File: src/design/rcss_pkg.sv
package rcss_pkg;

   localparam int CACHE_SLOTS = 16384;
   localparam int NODE_IDS    = 1048576;

   localparam int SLOT_W = $clog2(CACHE_SLOTS);
   localparam int NODE_W = $clog2(NODE_IDS);
   localparam int SIZE_W = 15;
   localparam int SMAP_W = 16;
   localparam int NMAP_W = 21;
   localparam int AGE_W  = 16;
   localparam int CSR_W  = 21;
   localparam int CSR_IDX_W = 2;

   localparam int CLEAR_N = (NODE_IDS > CACHE_SLOTS) ? NODE_IDS : CACHE_SLOTS;
   localparam int CLEAR_W = $clog2(CLEAR_N);

   localparam logic [CSR_IDX_W-1:0] REG_SLOTS_IN_USE = 2'd0;
   localparam logic [CSR_IDX_W-1:0] REG_NO_SLOT_MARK = 2'd1;
   localparam logic [CSR_IDX_W-1:0] REG_NO_NODE_MARK = 2'd2;

   localparam logic [SIZE_W-1:0] SLOTS_RST     = 15'd16384;
   localparam logic [SMAP_W-1:0] SLOT_MARK_RST = 16'hFFFF;
   localparam logic [NMAP_W-1:0] NODE_MARK_RST = 21'h1FFFFF;

   typedef struct packed {
      logic clear_step;
      logic lookup;
      logic invalidate;
      logic store;
      logic load_rsp;
   } ctrl_cmd_type;

   typedef struct packed {
      logic clear_last;
   } dp_status_type;

endpackage

File: src/design/rcss_ctrl.sv
module rcss_ctrl (
   input  logic                   clock,
   input  logic                   reset,
   input  logic                   req_valid,
   input  logic                   rsp_stall,
   input  rcss_pkg::dp_status_type status,
   output rcss_pkg::ctrl_cmd_type  cmd,
   output logic                   req_stall,
   output logic                   rsp_valid
);

   typedef enum logic [2:0] {
      S_CLEAR,
      S_IDLE,
      S_INV,
      S_STORE,
      S_HOLD
   } state_type;

   state_type state_ff;
   logic      req_stall_ff;
   logic      rsp_valid_ff;
   logic      accept;
   logic      out_free;
   logic      load;

   assign accept   = (state_ff == S_IDLE) && req_valid && !req_stall_ff;
   assign out_free = !rsp_valid_ff || !rsp_stall;
   assign load     = ((state_ff == S_STORE) || (state_ff == S_HOLD)) && out_free;

   always_comb begin
      cmd            = '0;
      cmd.clear_step = (state_ff == S_CLEAR);
      cmd.lookup     = accept;
      cmd.invalidate = (state_ff == S_INV);
      cmd.store      = (state_ff == S_STORE);
      cmd.load_rsp   = load;
   end

   always_ff @(posedge clock) begin
      if (reset) begin
         state_ff     <= S_CLEAR;
         req_stall_ff <= 1'b1;
         rsp_valid_ff <= 1'b0;
      end else begin
         if (load) begin
            rsp_valid_ff <= 1'b1;
         end else if (!rsp_stall) begin
            rsp_valid_ff <= 1'b0;
         end
         unique case (state_ff)
            S_CLEAR: begin
               if (status.clear_last) begin
                  state_ff     <= S_IDLE;
                  req_stall_ff <= 1'b0;
               end
            end
            S_IDLE: begin
               if (accept) begin
                  state_ff     <= S_INV;
                  req_stall_ff <= 1'b1;
               end
            end
            S_INV: begin
               state_ff <= S_STORE;
            end
            S_STORE, S_HOLD: begin
               if (out_free) begin
                  state_ff     <= S_IDLE;
                  req_stall_ff <= 1'b0;
               end else begin
                  state_ff <= S_HOLD;
               end
            end
            default: begin
               state_ff     <= S_CLEAR;
               req_stall_ff <= 1'b1;
            end
         endcase
      end
   end

   assign req_stall = req_stall_ff;
   assign rsp_valid = rsp_valid_ff;

endmodule

File: config.mk
export PLATFORM = sky130hd
export DESIGN_NAME = rcss_ctrl
export DESIGN_NICKNAME = d
export VERILOG_FILES = /design/src/design/rcss_pkg.sv /design/src/design/rcss_ctrl.sv
export SDC_FILE = /design/constraint.sdc
export NUM_CORES = 1
export LEC_CHECK = 0
export ABC_AREA = 1
export ABC_CLOCK_PERIOD_IN_PS = 1300
export BUFFER_PORTS_ARGS = -buffer_cell sky130_fd_sc_hd__buf_2
export CORE_AREA = 4 4 41 43
export DETAILED_ROUTE_END_ITERATION = 6
export DIE_AREA = 0 0 45 47
export SKIP_CTS_REPAIR_TIMING = 1
export SLEW_MARGIN = 20
export SYNTH_ARGS = -nofsm -noshare
export SYNTH_HDL_FRONTEND = slang
export SYNTH_SLANG_ARGS = --single-unit
File: constraint.sdc
create_clock -name clock -period 1.3 [get_ports clock]
set_input_delay 0.065 -clock clock [delete_from_list [all_inputs] [get_ports clock]]
set_output_delay 0.065 -clock clock [all_outputs]
set_load 0.03 [all_outputs]
==> flow_summary.json <==
{
  "grt_max_degree": 7,
  "p_seq_frac": 0.301,
  "diodes": 0,
  "cts.sinks": 5,
  "critPathCaptureType": "output pin",
  "drtIter0Drc": 1,
  "cts_buffers": 3,
  "finalCritPeriodShare": 0.946,
  "leakage_nw": 0.255,
  "antenna_found_initial": 0,
  "netlist_area_sq_um": 312,
  "overflow": 0,
  "fillCellCount": 159,
  "critPathMaxFanout": 5,
  "finalCriticalPeriod_ns": 1.23,
  "cts_root_buf": "clkbuf_4",
  "crit_chain": "nor2_2 -> nand2_1 -> nand2_2 -> nand2_2 -> inv_1 -> clkbuf_4",
  "multiInputGateArea_sq_um": 150,
  "power.density_nw_per_um2": 1830,
  "async_flop_share": 0,
  "fmax_mhz": 813,
  "grt_pass1_wl_um": 1060,
  "maxCapViolations": 0,
  "worstHoldPathType": "in -> reg",
  "clock_latency_ns": 0.24,
  "clk_pin_slew_ns": 0.04,
  "initial_core_util": 0.239,
  "synth_seq_cells": 5,
  "die_area_sq_um": 2120,
  "h-tree-depth": 1,
  "syn-mean-instance-area_sq_um": 6.23,
  "dr.pass1.iters": 2,
  "synth_cell_types": 13,
  "rsz0062_at_grt": "yes",
  "cpMostUsedCell": "nand2_2",
  "finClkSkew_ns": 0.00527,
  "fp-row-count": 13,
  "p_sw_mw": 0.326,
  "setup_violations": 0,
  "synth_nets": 55,
  "status": "finished, final reports clean",
  "drc": 0,
  "final_area_sq_um": 408,
  "ant_nets": 0,
  "critPathKind": "reg -> out",
  "hold_viol_final": 0,
  "die_width_um": 45,
  "comb_power_share": 0.462,
  "critPathRequiredTime_ns": 1.24,
  "place_hpwl_um": 524,
  "wl_per_cell_um": 8.08,
  "track_usage": 0.0728,
  "areaGrowthSynthToFinish_pct": 30.9,
  "synth-edff-count": 0,
  "place_congestion": 0.770,
  "p_int_mw": 0.421,
  "port-buffer-count": 11,
  "clockBufferDepth": 2,
  "synth_ff_type": "dfxtp_1",
  "p_clk_frac": 0.236,
  "die_h_um": 47,
  "cpMaxStageDelayCell": "dfxtp_2",
  "slowest_delay_ns": 0.34,
  "drive_above_1_share": 0.413,
  "nNetsFinal": 69,
  "ir_worst_vdd_mv": 0.775,
  "wirelength_um": 630,
  "dpl-instance-area_sq_um": 370,
  "worstPathArrival_ns": 1.17,
  "synth-warning-count": 0,
  "slew_headroom": 0.876,
  "grt_pass1_vias": 275,
  "register_area_sq_um": 104,
  "holdWs_ns": 0.0279,
  "core-area_sq_um": 1300,
  "via_per_inst": 3.91,
  "drv_slew": 0,
  "vias": 305,
  "cts_tree": "yes",
  "worstMarginPinSlew_ns": 0.185,
  "ys_seq_area_frac": 0.321,
  "netlist_instances": 50,
  "switching_share": 0.437,
  "io_pins": 12,
  "critPathLaunchType": "flip-flop"
}
[metal layers]
metal  up-vias  part of all wire  track usage
li1        171                 -            -
met1       128              0.45       0.0799
met2         6              0.48        0.107
met3         0             0.068       0.0613
met4         0                 0       0.0175
met5         -                 0            0
[kinds of logic after synthesis]
family                 Yosys count  synth area share
AO/OA/AOI/OAI                    3            0.0843
buffers and inverters           15             0.205
flip-flops                       5             0.321
AND/OR/NAND/NOR                 27             0.390
[cell usage in the layout, fill, tap and decap left out]
master	Yosys	layout
inv_2	1	1
clkbuf_4	0	5
nor2_2	1	1
nor3_1	1	1
inv_1	12	12
nand3_1	5	5
nand2_2	4	5
nor2_1	5	5
dfxtp_2	0	3
a21oi_2	1	1
buf_2	0	9
nand2_1	11	10
dfxtp_1	5	2
clkbuf_1	0	1
o21ai_0	1	1
a211oi_2	1	1
[state kept, by name (all words and copies together) (netlist names)]
signal	count
req_stall	1
rsp_valid	1
state_ff	3
[final timing paths]
check                      startpoint                  endpoint  slack, ns  cells past startpoint
min                             reset  state_ff[0]$_SDFFE_PP0P_       0.03                      2
max reg2reg  state_ff[2]$_SDFFE_PP0P_    req_stall$_SDFFE_PP1P_       0.25                      8
min reg2reg    req_stall$_SDFFE_PP1P_    req_stall$_SDFFE_PP1P_       0.47                      2
max          state_ff[1]$_SDFFE_PP0P_                    cmd[0]       0.07                      6
[power groups by stage]
stage | clock [mW] | sequential (mW) | combinational, mW
2_1_floorplan | 0 | 0.247 | 0.247
3_3_place_gp | 0 | 0.222 | 0.341
3_5_place_dp | 0 | 0.225 | 0.342
4_1_cts | 0.190 | 0.222 | 0.343
5_1_grt | 0.199 | 0.232 | 0.388
6_report | 0.177 | 0.225 | 0.345
[critical path: cells and delay by family, from the launching register on]
family / cells / cell delay (ns)
simple gates: 4 / 0.37
flops: 1 / 0.34
buf+inv: 2 / 0.21
[cells in the mapped netlist (2+ instances only)]
| library cell | instances | share of area |
|---|---|---|
| dfxtp_1 | 5 | 0.32 |
| nand2_2 | 4 | 0.080 |
| nor2_1 | 5 | 0.060 |
| buf_4 | 2 | 0.048 |
| nand3_1 | 5 | 0.080 |
| inv_1 | 12 | 0.14 |
| nand2_1 | 11 | 0.13 |
[area by class of cell]
class,instances,area share
clock buffers,4,0.0644
inverters,13,0.120
multi-input cells,30,0.368
flip-flops and latches,5,0.255
well taps,15,0.0460
repair buffers,11,0.147
[per-stage QoR]
| step | util | setup slack (ns) | std cells | setup TNS (ns) | power [mW] |
|---|---|---|---|---|---|
| 2_1_floorplan | - | 0.139 | 50 | 0 | 0.494 |
| 3_3_place_gp | 0.285 | 0.237 | 74 | 0 | 0.563 |
| 3_5_place_dp | 0.285 | 0.214 | 74 | 0 | 0.567 |
| 4_1_cts | 0.305 | -0.00693 | 78 | -0.00693 | 0.755 |
| 5_1_grt | 0.313 | -0.0176 | 78 | -0.0176 | 0.818 |
| 6_report | 0.313 | 0.0698 | 78 | 0 | 0.747 |
No activity file was read; power rests on OpenSTA's default activity.
